==> src/hdl/hhst_pkg.sv <==
package hhst_pkg;

   localparam int CNT_W  = 48;
   localparam int SITE_W = 32;
   localparam int SIZE_W = 32;

   localparam logic [CNT_W-1:0] CNT_MAX = {CNT_W{1'b1}};

   localparam logic CMD_RECORD = 1'b0;
   localparam logic CMD_REPORT = 1'b1;

   typedef logic [2:0] cell_op_type;

   localparam cell_op_type CELL_HOLD      = 3'd0;
   localparam cell_op_type CELL_MIN_STEP  = 3'd1;
   localparam cell_op_type CELL_RANK_INIT = 3'd2;
   localparam cell_op_type CELL_ROT_STEP  = 3'd3;
   localparam cell_op_type CELL_ADD       = 3'd4;
   localparam cell_op_type CELL_FILL      = 3'd5;
   localparam cell_op_type CELL_CUT       = 3'd6;

   typedef struct packed {
      cell_op_type        op;
      logic [SIZE_W-1:0]  size;
      logic [CNT_W-1:0]   dec;
   } cell_ctrl_type;

   typedef struct packed {
      logic               occ;
      logic               hit;
      logic               pick;
      logic [CNT_W-1:0]   count;
   } cell_stat_type;

   function automatic logic [CNT_W-1:0] sat_add(input logic [CNT_W-1:0] a,
                                                input logic [CNT_W-1:0] b);
      logic [CNT_W:0] s;
      s = {1'b0, a} + {1'b0, b};
      return s[CNT_W] ? CNT_MAX : s[CNT_W-1:0];
   endfunction

endpackage

==> src/hdl/hhst_req_if.sv <==
interface hhst_req_if;
   logic                        valid;
   logic                        ready;
   logic                        cmd;
   logic [hhst_pkg::SITE_W-1:0] site;
   logic [hhst_pkg::SIZE_W-1:0] size;

   modport source (output valid, cmd, site, size, input ready);
   modport sink (input valid, cmd, site, size, output ready);
endinterface

==> src/hdl/hhst_rsp_if.sv <==
interface hhst_rsp_if;
   logic                        valid;
   logic                        ready;
   logic [hhst_pkg::SITE_W-1:0] site_res;
   logic [hhst_pkg::CNT_W-1:0]  bytes;
   logic                        valid_res;
   logic [hhst_pkg::CNT_W-1:0]  total;
   logic                        last;

   modport source (output valid, site_res, bytes, valid_res, total, last, input ready);
   modport sink (input valid, site_res, bytes, valid_res, total, last, output ready);
endinterface

==> src/hdl/hhst_cell.sv <==
module hhst_cell #(
   parameter int IW    = 3,
   parameter int SW    = 32,
   parameter int INDEX = 0
) (
   input  logic                          clock,
   input  logic                          reset,
   input  hhst_pkg::cell_ctrl_type       ctrl,
   input  logic                          sel,
   input  logic [SW-1:0]                 req_site,
   input  logic [IW-1:0]                 emit_rank,
   input  logic [hhst_pkg::CNT_W-1:0]    left_cnt,
   input  logic [IW-1:0]                 left_idx,
   output logic [hhst_pkg::CNT_W-1:0]    pass_cnt,
   output logic [IW-1:0]                 pass_idx,
   output logic [SW-1:0]                 site,
   output hhst_pkg::cell_stat_type       stat
);

   localparam logic [IW-1:0] MY_IDX = IW'(INDEX);
   localparam bit FIRST = (INDEX == 0);

   logic                       occ_ff, occ_in;
   logic [hhst_pkg::CNT_W-1:0] count_ff, count_in;
   logic [SW-1:0]              site_ff, site_in;
   logic                       hit_ff, hit_in;
   logic [IW-1:0]              rank_ff, rank_in;
   logic [hhst_pkg::CNT_W-1:0] pass_cnt_ff, pass_cnt_in;
   logic [IW-1:0]              pass_idx_ff, pass_idx_in;
   logic                       beats;

   // incoming entry outranks this one: larger count, or equal count from a lower slot
   assign beats = (left_cnt > count_ff) || ((left_cnt == count_ff) && (left_idx < MY_IDX));

   always_comb begin
      occ_in      = occ_ff;
      count_in    = count_ff;
      site_in     = site_ff;
      hit_in      = hit_ff;
      rank_in     = rank_ff;
      pass_cnt_in = pass_cnt_ff;
      pass_idx_in = pass_idx_ff;
      unique case (ctrl.op)
         hhst_pkg::CELL_HOLD: begin
         end
         hhst_pkg::CELL_MIN_STEP: begin
            hit_in = occ_ff && (site_ff == req_site);
            if (FIRST || (count_ff < left_cnt)) begin
               pass_cnt_in = count_ff;
               pass_idx_in = MY_IDX;
            end else begin
               pass_cnt_in = left_cnt;
               pass_idx_in = left_idx;
            end
         end
         hhst_pkg::CELL_RANK_INIT: begin
            pass_cnt_in = count_ff;
            pass_idx_in = MY_IDX;
            rank_in     = '0;
         end
         hhst_pkg::CELL_ROT_STEP: begin
            pass_cnt_in = left_cnt;
            pass_idx_in = left_idx;
            if (beats) begin
               rank_in = rank_ff + IW'(1);
            end
         end
         hhst_pkg::CELL_ADD: begin
            if (sel) begin
               count_in = hhst_pkg::sat_add(count_ff, hhst_pkg::CNT_W'(ctrl.size));
            end
         end
         hhst_pkg::CELL_FILL: begin
            if (sel) begin
               occ_in   = 1'b1;
               site_in  = req_site;
               count_in = hhst_pkg::CNT_W'(ctrl.size);
            end
         end
         hhst_pkg::CELL_CUT: begin
            if (sel) begin
               site_in  = req_site;
               count_in = hhst_pkg::CNT_W'(ctrl.size);
            end else begin
               count_in = count_ff - ctrl.dec;
            end
         end
         default: begin
         end
      endcase
   end

   always_ff @(posedge clock) begin
      if (reset) begin
         occ_ff   <= 1'b0;
         count_ff <= '0;
      end else begin
         occ_ff   <= occ_in;
         count_ff <= count_in;
      end
      site_ff     <= site_in;
      hit_ff      <= hit_in;
      rank_ff     <= rank_in;
      pass_cnt_ff <= pass_cnt_in;
      pass_idx_ff <= pass_idx_in;
   end

   assign pass_cnt   = pass_cnt_ff;
   assign pass_idx   = pass_idx_ff;
   assign site       = site_ff;
   assign stat.occ   = occ_ff;
   assign stat.hit   = hit_ff;
   assign stat.pick  = (rank_ff == emit_rank);
   assign stat.count = count_ff;

endmodule

==> src/hdl/heavy_hitter_site_tracker.sv <==
// Weighted frequent-site summary over ENTRIES slots held in a row of cells. A record
// request (cmd 0) adds size to the running total and credits the site's slot, opens
// the next free slot, or, when all slots are full, cuts every count by the smaller of
// size and the smallest count and hands that minimum slot to the site if size reaches
// it. A record gives no response and holds ready low while the minimum ripples down
// the cell chain, then through a decide step and an update step. A report request
// (cmd 1) gives ENTRIES responses ranked by count, highest first, ties to the lower
// slot, each with count plus eliminated sum; the rank is formed by rotating every
// count once around the chain, after which one response leaves per cycle while the
// sink is ready. Ready comes back once the last response is in the output register.
module heavy_hitter_site_tracker #(
   parameter int ENTRIES   = 5,
   parameter int SITE_BITS = 32
) (
   input  logic              clock,
   input  logic              reset,
   hhst_req_if.sink          req_bus,
   hhst_rsp_if.source        rsp_bus
);

   localparam int IW = $clog2(ENTRIES);
   localparam int SW = (SITE_BITS < hhst_pkg::SITE_W) ? SITE_BITS : hhst_pkg::SITE_W;
   localparam int CW = hhst_pkg::CNT_W;

   localparam logic [2:0] ST_IDLE   = 3'd0;
   localparam logic [2:0] ST_SCAN   = 3'd1;
   localparam logic [2:0] ST_DECIDE = 3'd2;
   localparam logic [2:0] ST_APPLY  = 3'd3;
   localparam logic [2:0] ST_RANK   = 3'd4;
   localparam logic [2:0] ST_EMIT   = 3'd5;

   logic [2:0]                   state_ff, state_in;
   logic [IW-1:0]                step_ff, step_in;
   logic [SW-1:0]                site_ff, site_in;
   logic [hhst_pkg::SIZE_W-1:0]  size_ff, size_in;
   logic [CW-1:0]                total_ff, total_in;
   logic [CW-1:0]                elim_ff, elim_in;
   logic                         wins_ff, wins_in;
   logic [CW-1:0]                dec_ff, dec_in;
   logic [IW-1:0]                min_idx_ff, min_idx_in;

   logic                         rsp_valid_ff, rsp_valid_in;
   logic [hhst_pkg::SITE_W-1:0]  rsp_site_ff, rsp_site_in;
   logic [CW-1:0]                rsp_bytes_ff, rsp_bytes_in;
   logic                         rsp_ok_ff, rsp_ok_in;
   logic [CW-1:0]                rsp_total_ff, rsp_total_in;
   logic                         rsp_last_ff, rsp_last_in;

   hhst_pkg::cell_ctrl_type      ctrl;
   logic [ENTRIES-1:0]           sel_vec;
   logic [ENTRIES-1:0]           occ_vec;
   logic [ENTRIES-1:0]           hit_vec;
   logic [ENTRIES-1:0]           pick_vec;
   logic [ENTRIES-1:0]           free_vec;
   logic [CW-1:0]                pass_cnt [ENTRIES];
   logic [IW-1:0]                pass_idx [ENTRIES];
   logic [SW-1:0]                cell_site [ENTRIES];
   hhst_pkg::cell_stat_type      stat [ENTRIES];

   logic [CW-1:0]                pick_cnt;
   logic [SW-1:0]                pick_site;
   logic                         pick_occ;
   logic                         pick_ok;

   genvar g;
   generate
      for (g = 0; g < ENTRIES; g++) begin : g_cell
         localparam int LEFT = (g == 0) ? ENTRIES - 1 : g - 1;
         hhst_cell #(
            .IW    (IW),
            .SW    (SW),
            .INDEX (g)
         ) u_cell (
            .clock     (clock),
            .reset     (reset),
            .ctrl      (ctrl),
            .sel       (sel_vec[g]),
            .req_site  (site_ff),
            .emit_rank (step_ff),
            .left_cnt  (pass_cnt[LEFT]),
            .left_idx  (pass_idx[LEFT]),
            .pass_cnt  (pass_cnt[g]),
            .pass_idx  (pass_idx[g]),
            .site      (cell_site[g]),
            .stat      (stat[g])
         );
         assign occ_vec[g]  = stat[g].occ;
         assign hit_vec[g]  = stat[g].hit;
         assign pick_vec[g] = stat[g].pick;
      end
   endgenerate

   // slots fill from the bottom, so the first free one sits above the last occupied
   always_comb begin
      free_vec[0] = !occ_vec[0];
      for (int k = 1; k < ENTRIES; k++) begin
         free_vec[k] = !occ_vec[k] && occ_vec[k-1];
      end
   end

   always_comb begin
      pick_cnt  = '0;
      pick_site = '0;
      pick_occ  = 1'b0;
      for (int k = 0; k < ENTRIES; k++) begin
         if (pick_vec[k]) begin
            pick_cnt  = pick_cnt | stat[k].count;
            pick_site = pick_site | cell_site[k];
            pick_occ  = pick_occ | stat[k].occ;
         end
      end
   end

   assign pick_ok = pick_occ && (pick_cnt != '0);

   always_comb begin
      state_in     = state_ff;
      step_in      = step_ff;
      site_in      = site_ff;
      size_in      = size_ff;
      total_in     = total_ff;
      elim_in      = elim_ff;
      wins_in      = wins_ff;
      dec_in       = dec_ff;
      min_idx_in   = min_idx_ff;
      rsp_valid_in = rsp_valid_ff;
      rsp_site_in  = rsp_site_ff;
      rsp_bytes_in = rsp_bytes_ff;
      rsp_ok_in    = rsp_ok_ff;
      rsp_total_in = rsp_total_ff;
      rsp_last_in  = rsp_last_ff;
      ctrl.op      = hhst_pkg::CELL_HOLD;
      ctrl.size    = size_ff;
      ctrl.dec     = dec_ff;
      sel_vec      = '0;

      if (rsp_valid_ff && rsp_bus.ready) begin
         rsp_valid_in = 1'b0;
      end

      unique case (state_ff)
         ST_IDLE: begin
            if (req_bus.valid) begin
               site_in = req_bus.site[SW-1:0];
               size_in = req_bus.size;
               step_in = '0;
               if (req_bus.cmd == hhst_pkg::CMD_REPORT) begin
                  ctrl.op  = hhst_pkg::CELL_RANK_INIT;
                  state_in = ST_RANK;
               end else begin
                  state_in = ST_SCAN;
               end
            end
         end
         ST_SCAN: begin
            ctrl.op = hhst_pkg::CELL_MIN_STEP;
            step_in = step_ff + IW'(1);
            if (step_ff == IW'(ENTRIES - 1)) begin
               state_in = ST_DECIDE;
            end
         end
         ST_DECIDE: begin
            min_idx_in = pass_idx[ENTRIES-1];
            wins_in    = !(CW'(size_ff) < pass_cnt[ENTRIES-1]);
            dec_in     = wins_in ? pass_cnt[ENTRIES-1] : CW'(size_ff);
            state_in   = ST_APPLY;
         end
         ST_APPLY: begin
            total_in = hhst_pkg::sat_add(total_ff, CW'(size_ff));
            if (|hit_vec) begin
               ctrl.op = hhst_pkg::CELL_ADD;
               sel_vec = hit_vec;
            end else if (!occ_vec[ENTRIES-1]) begin
               ctrl.op = hhst_pkg::CELL_FILL;
               sel_vec = free_vec;
            end else begin
               ctrl.op = hhst_pkg::CELL_CUT;
               elim_in = hhst_pkg::sat_add(elim_ff, dec_ff);
               for (int k = 0; k < ENTRIES; k++) begin
                  sel_vec[k] = wins_ff && (min_idx_ff == IW'(k));
               end
            end
            state_in = ST_IDLE;
         end
         ST_RANK: begin
            ctrl.op = hhst_pkg::CELL_ROT_STEP;
            step_in = step_ff + IW'(1);
            if (step_ff == IW'(ENTRIES - 2)) begin
               step_in  = '0;
               state_in = ST_EMIT;
            end
         end
         ST_EMIT: begin
            if (!rsp_valid_ff || rsp_bus.ready) begin
               rsp_valid_in = 1'b1;
               rsp_ok_in    = pick_ok;
               rsp_site_in  = pick_ok ? hhst_pkg::SITE_W'(pick_site) : '0;
               rsp_bytes_in = pick_ok ? hhst_pkg::sat_add(pick_cnt, elim_ff) : '0;
               rsp_total_in = total_ff;
               rsp_last_in  = (step_ff == IW'(ENTRIES - 1));
               step_in      = step_ff + IW'(1);
               if (step_ff == IW'(ENTRIES - 1)) begin
                  state_in = ST_IDLE;
               end
            end
         end
         default: begin
            state_in = ST_IDLE;
         end
      endcase
   end

   always_ff @(posedge clock) begin
      if (reset) begin
         state_ff     <= ST_IDLE;
         step_ff      <= '0;
         total_ff     <= '0;
         elim_ff      <= '0;
         rsp_valid_ff <= 1'b0;
      end else begin
         state_ff     <= state_in;
         step_ff      <= step_in;
         total_ff     <= total_in;
         elim_ff      <= elim_in;
         rsp_valid_ff <= rsp_valid_in;
      end
      site_ff      <= site_in;
      size_ff      <= size_in;
      wins_ff      <= wins_in;
      dec_ff       <= dec_in;
      min_idx_ff   <= min_idx_in;
      rsp_site_ff  <= rsp_site_in;
      rsp_bytes_ff <= rsp_bytes_in;
      rsp_ok_ff    <= rsp_ok_in;
      rsp_total_ff <= rsp_total_in;
      rsp_last_ff  <= rsp_last_in;
   end

   assign req_bus.ready     = (state_ff == ST_IDLE);
   assign rsp_bus.valid     = rsp_valid_ff;
   assign rsp_bus.site_res  = rsp_site_ff;
   assign rsp_bus.bytes     = rsp_bytes_ff;
   assign rsp_bus.valid_res = rsp_ok_ff;
   assign rsp_bus.total     = rsp_total_ff;
   assign rsp_bus.last      = rsp_last_ff;

`ifndef SYNTHESIS
   // occupied slots always form an unbroken run from slot zero
   a_occ_prefix: assert property (@(posedge clock) disable iff (reset)
      ((occ_vec & (occ_vec + ENTRIES'(1))) == '0))
      else $error("occupied slots not contiguous");

   // a site is held by at most one slot
   a_hit_unique: assert property (@(posedge clock) disable iff (reset)
      (state_ff == ST_APPLY) |-> $onehot0(hit_vec))
      else $error("site matched in more than one slot");

   // ranks form a permutation, so every report position names exactly one slot
   a_rank_onehot: assert property (@(posedge clock) disable iff (reset)
      (state_ff == ST_EMIT) |-> $onehot(pick_vec))
      else $error("report rank not held by exactly one slot");

   // the running total never falls
   a_total_mono: assert property (@(posedge clock) disable iff (reset)
      (state_ff == ST_APPLY) |=> (total_ff >= $past(total_ff)))
      else $error("total decreased");
`endif

endmodule
==> src/flat_wrapper.sv <==
// flat-port wrapper written by rule: the top's interface ports become plain ports
module heavy_hitter_site_tracker_flat 
#(
   parameter int ENTRIES   = 5,
   parameter int SITE_BITS = 32
)
  (clock, reset, req_bus_valid, req_bus_cmd, req_bus_site, req_bus_size, req_bus_ready, rsp_bus_valid, rsp_bus_site_res, rsp_bus_bytes, rsp_bus_valid_res, rsp_bus_total, rsp_bus_last, rsp_bus_ready);
  hhst_req_if req_bus_i ();
  hhst_rsp_if rsp_bus_i ();
  input  logic clock;
  input  logic reset;
  input wire logic [$bits(req_bus_i.valid)-1:0] req_bus_valid;
  input wire logic [$bits(req_bus_i.cmd)-1:0] req_bus_cmd;
  input wire logic [$bits(req_bus_i.site)-1:0] req_bus_site;
  input wire logic [$bits(req_bus_i.size)-1:0] req_bus_size;
  output wire logic [$bits(req_bus_i.ready)-1:0] req_bus_ready;
  output wire logic [$bits(rsp_bus_i.valid)-1:0] rsp_bus_valid;
  output wire logic [$bits(rsp_bus_i.site_res)-1:0] rsp_bus_site_res;
  output wire logic [$bits(rsp_bus_i.bytes)-1:0] rsp_bus_bytes;
  output wire logic [$bits(rsp_bus_i.valid_res)-1:0] rsp_bus_valid_res;
  output wire logic [$bits(rsp_bus_i.total)-1:0] rsp_bus_total;
  output wire logic [$bits(rsp_bus_i.last)-1:0] rsp_bus_last;
  input wire logic [$bits(rsp_bus_i.ready)-1:0] rsp_bus_ready;
  assign req_bus_i.valid = req_bus_valid;
  assign req_bus_i.cmd = req_bus_cmd;
  assign req_bus_i.site = req_bus_site;
  assign req_bus_i.size = req_bus_size;
  assign req_bus_ready = req_bus_i.ready;
  assign rsp_bus_valid = rsp_bus_i.valid;
  assign rsp_bus_site_res = rsp_bus_i.site_res;
  assign rsp_bus_bytes = rsp_bus_i.bytes;
  assign rsp_bus_valid_res = rsp_bus_i.valid_res;
  assign rsp_bus_total = rsp_bus_i.total;
  assign rsp_bus_last = rsp_bus_i.last;
  assign rsp_bus_i.ready = rsp_bus_ready;
  heavy_hitter_site_tracker #(.ENTRIES(ENTRIES), .SITE_BITS(SITE_BITS)) u_core (.clock(clock), .reset(reset), .req_bus(req_bus_i), .rsp_bus(rsp_bus_i));
endmodule
==> config.mk <==
export PLATFORM = sky130hd
export DESIGN_NAME = heavy_hitter_site_tracker_flat
export DESIGN_NICKNAME = d
export VERILOG_FILES = /design/src/hdl/hhst_pkg.sv /design/src/hdl/hhst_req_if.sv /design/src/hdl/hhst_rsp_if.sv /design/src/hdl/hhst_cell.sv /design/src/hdl/heavy_hitter_site_tracker.sv /design/src/flat_wrapper.sv
export SDC_FILE = /design/constraint.sdc
export NUM_CORES = 2
export LEC_CHECK = 0
export BUFFER_PORTS_ARGS = -buffer_cell sky130_fd_sc_hd__buf_2
export CAP_MARGIN = 20
export CORE_MARGIN = 4
export CORE_UTILIZATION = 30
export CTS_CLUSTER_DIAMETER = 50
export DETAILED_ROUTE_END_ITERATION = 7
export PLACE_DENSITY = 0.43
export SETUP_SLACK_MARGIN = 0.2
export SLEW_MARGIN = 25
export SYNTH_ARGS = -nofsm -noshare
export SYNTH_HDL_FRONTEND = slang
export SYNTH_HIERARCHICAL = 1
export SYNTH_SLANG_ARGS = --single-unit
==> constraint.sdc <==
create_clock -name clock -period 14.3 [get_ports clock]
set_input_delay 0.715 -clock clock [delete_from_list [all_inputs] [get_ports clock]]
set_output_delay 0.715 -clock clock [all_outputs]
set_load 0.01 [all_outputs]
==> impl_metrics.csv <==
group,metric,value,unit
status,status,"finished, violations left",
status,violations,"DRC",
grt,grt_pass1_wl,527000,microns
grt,gr-usage-all-layers,24.8,%
synth,synthMuxAreaShare,3.96,%
synth,synth_edf_count,681,
critical_path,r2r_start,"u_core/step_ff[2]",
synth,yosys_warnings,6,
finish,final_util,34.6,%
timing,clock_skew,74.8,ps
finish,multiInputGateArea,52000,sq um
routing,ant_nets,0,
synth,synth_top_flop_cell,"edfxtp_1",
cts,cts_setup_buffers,0,
timing,hold_violations,0,
finish,mostFrequentLayoutCells,"a21oi_1 (870), ha_1 (805), inv_1 (684), edfxtp_1 (681), o21ai_0 (621)",
synth,synth.distinct_cells,127,
die,io_pins,201,
finish,area_growth,14.7,%
synth,yosys.area_share.simple,13.1,%
timing,setup_viol,0,
critical_path,worstPathArrival,7140,ps
routing,post-route-drc-count,1,
synth,synth_compound_area_share,25.2,%
finish,layout_commonest_cell,"a21oi_1",
synth,async_reset_ff_share,0,%
timing,rsz0062_at_grt,"false",
grt,grt_max_degree,131,
die,die_h,536,microns
routing,drtIter0Drc,7743,
routing,vias_per_cell,5.77,
placement,io_buffers,200,
critical_path,r2r-end,"u_core/rsp_bus.bytes[47]",
timing,drv_slew,0,
pwr,fin_total_pwr,13100,uW
pwr,power_density,136,nW/um^2
cts,cts-htree-levels,4,
critical_path,criticalPathCategory,"reg -> reg",
synth,synthCells,9390,
critical_path,rrSetupSlack,7750,ps
critical_path,crit_fanout,47,
cts,cts_tree,"built",
cts,cts-resized-gates,0,
synth,ys_ff_latch,1029,
routing,drtPass1Iterations,8,
routing,wire_per_inst,27.6,microns
die,core,277000,sq um
die,initial_utilization,30.2,%
critical_path,start_kind,"flip-flop",
grt,grt_pass1_vias,75000,
hold_path,hp-class,"in -> reg",
synth,synth_top_family_by_area,"compound AO/OA/AOI/OAI gates",
synth,synthesis.area,83600,sq um
timing,max_freq,153,MHz
placement,hpwl,291000,microns
die,num_rows,193,
timing,period_needed,6550,ps
run,cap_violations,0,
cts,clkSinkCount,1029,
critical_path,r2r.worst_path.cells,16,
die,die-area,287000,sq um
cts,clkSlewWorstSetupHoldPaths,50,ps
finish,nets,10400,
routing,routed_wl,370000,microns
finish,fillers,28400,
timing,final.setup.tns,0,ps
hold_path,min_to,"u_core/size_ff[3]",
die,die_w,536,microns
grt,antenna_found_initial,23,
grt,overflow,0,
critical_path,end_kind,"flip-flop",
synth,synth.avg_cell_area,8.91,sq um
synth,seq_area_frac_synth,32.8,%
placement,gp_congestion,0.940,
critical_path,cp.required,14890,ps
timing,tightest_slew,1130,ps
finish,register_area,27400,sq um
hold_path,hp-start,"req_bus_size[3]",
timing,period_share,45.8,%
synth,synth_fa_ha_area_share,12.7,%
synth,synth_xor_area_share,6.82,%
pwr,ir_worst_vdd,0.0877,mV
cts,postCtsHoldBufs,51,
timing,slew_headroom,23.4,%
cts,cts_max_path_buffers,4,
cts,numCtsBuffers,191,
cts,clock-root-buffer,"clkbuf_16",
cts,clock_latency,880,ps
routing,vias,77500,
hold_path,hold_depth,1,
finish,layout-drive-gt1-share,11.9,%
pwr,cellLeakagePower,0.0401,uW
==> per-stage QoR <==
step,worst slack [ps],cells,hold slack (ps),area [sq um]
2_1_floorplan,3920,9405,418,83700
3_3_place_gp,7760,13000,461,89000
3_5_place_dp,7770,13000,463,89000
4_1_cts,7730,13400,1.27,95900
5_1_grt,7160,13400,12.8,95900
6_report,7750,13400,58.5,96000
==> layout make-up <==
class / count / area share [%]
multi-input combinational: 7224 / 54.2
timing repair buffer: 424 / 2.98
tap: 3705 / 4.83
clock buffer: 219 / 5.25
inverter: 688 / 2.70
clock inverter: 122 / 1.42
antenna: 15 / 0.0391
sequential: 1029 / 28.6
==> routing by layer <==
metal | vias up | share of wire, % | track usage [%]
li1 | 35600 | - | -
met1 | 38400 | 47 | 36.3
met2 | 3013 | 42 | 36.9
met3 | 475 | 7.7 | 4.06
met4 | 8 | 3.2 | 7.45
met5 | - | 0.013 | 0
==> power breakdown <==
part / switching (uW) / internal, uW
registers: 658 / 3880
logic: 2570 / 1320
clock network: 1740 / 2900
total: 4960 / 8100
==> synthesized netlist by cell type, types with 55 or more instances <==
cell type	n	area, sq um
a211oi_1	157	1180
a21o_1	339	2540
a21oi_1	872	4360
a221oi_1	118	1030
a222oi_1	95	951
a22oi_1	97	728
a311oi_1	58	508
a31oi_1	109	682
and3_1	87	544
buf_2	69	345
clkbuf_1	349	1310
dfxtp_1	348	6970
edfxtp_1	681	20400
ha_1	805	10100
inv_1	685	2570
mux2_2	262	2950
nand2_1	594	2230
nand2b_1	77	482
nand3_1	186	931
nand4_1	213	1330
nor2_1	596	2240
nor2b_1	102	638
nor3_1	111	556
nor4_1	64	400
o211ai_1	69	518
o21a_1	90	676
o21ai_0	625	3130
o21bai_1	84	631
o22ai_1	55	344
xnor2_1	418	3660
xor2_1	233	2040
==> worst max-delay path, cell delays in order, from the launching register on <==
cell	delay [ps]
dfxtp_1	610
xor2_1	220
nor3_2	70
buf_4	280
buf_4	370
a222oi_1	780
nand2_1	430
ha_1	530
nand4_1	160
nor3_1	310
nand4_1	250
a211oi_1	700
nor2_1	120
a2111oi_0	690
a41oi_1	290
o2111ai_1	250
o211ai_1	110
==> registers in the layout (all words and copies together) (netlist names) <==
register,flops
u_core/g_cell.u_cell/count_ff,240
u_core/g_cell.u_cell/pass_cnt,240
u_core/g_cell.u_cell/site,160
u_core/dec_ff,48
u_core/elim_ff,48
u_core/rsp_bus.bytes,48
u_core/rsp_bus.total,48
u_core/total_ff,48
u_core/rsp_bus.site_res,32
u_core/site_ff,32
u_core/size_ff,32
u_core/g_cell.u_cell/pass_idx,15
u_core/g_cell.u_cell/rank_ff,15
u_core/g_cell.u_cell/hit_ff,5
u_core/g_cell.u_cell/occ_ff,5
u_core/min_idx_ff,3
u_core/state_ff,3
u_core/step_ff,3
u_core/rsp_bus.last,1
u_core/rsp_bus.valid,1
u_core/rsp_bus.valid_res,1
u_core/wins_ff,1
==> worst max-delay path by stage <==
| stage | startpoint | slack (ps) | cells past startpoint | to |
|---|---|---|---|---|
| after CTS | u_core/step_ff[2] | 7730 | 16 | u_core/rsp_bus.bytes[47] |
| final | u_core/step_ff[2] | 7750 | 16 | u_core/rsp_bus.bytes[47] |
| after global placement | u_core/step_ff[2] | 7760 | 16 | u_core/rsp_bus.bytes[47] |
| after detailed placement | u_core/step_ff[2] | 7770 | 16 | u_core/rsp_bus.bytes[47] |
| after floorplan | u_core/state_ff[0] | 3920 | 4 | u_core/rsp_bus.bytes[0] |
| after global routing | u_core/step_ff[2] | 7160 | 16 | u_core/rsp_bus.bytes[47] |
==> logic make-up (layout without fill, tap and decap cells) <==
family,count (synthesis),in the layout
xor+xnor,651,651
compound gates,3169,3169
fa+ha+maj,845,845
flops,1029,1029
buf+inv,1152,1453
mux,296,296
simple gates,2247,2247
other cells,1,31
Power figures use the tool's default switching activity.
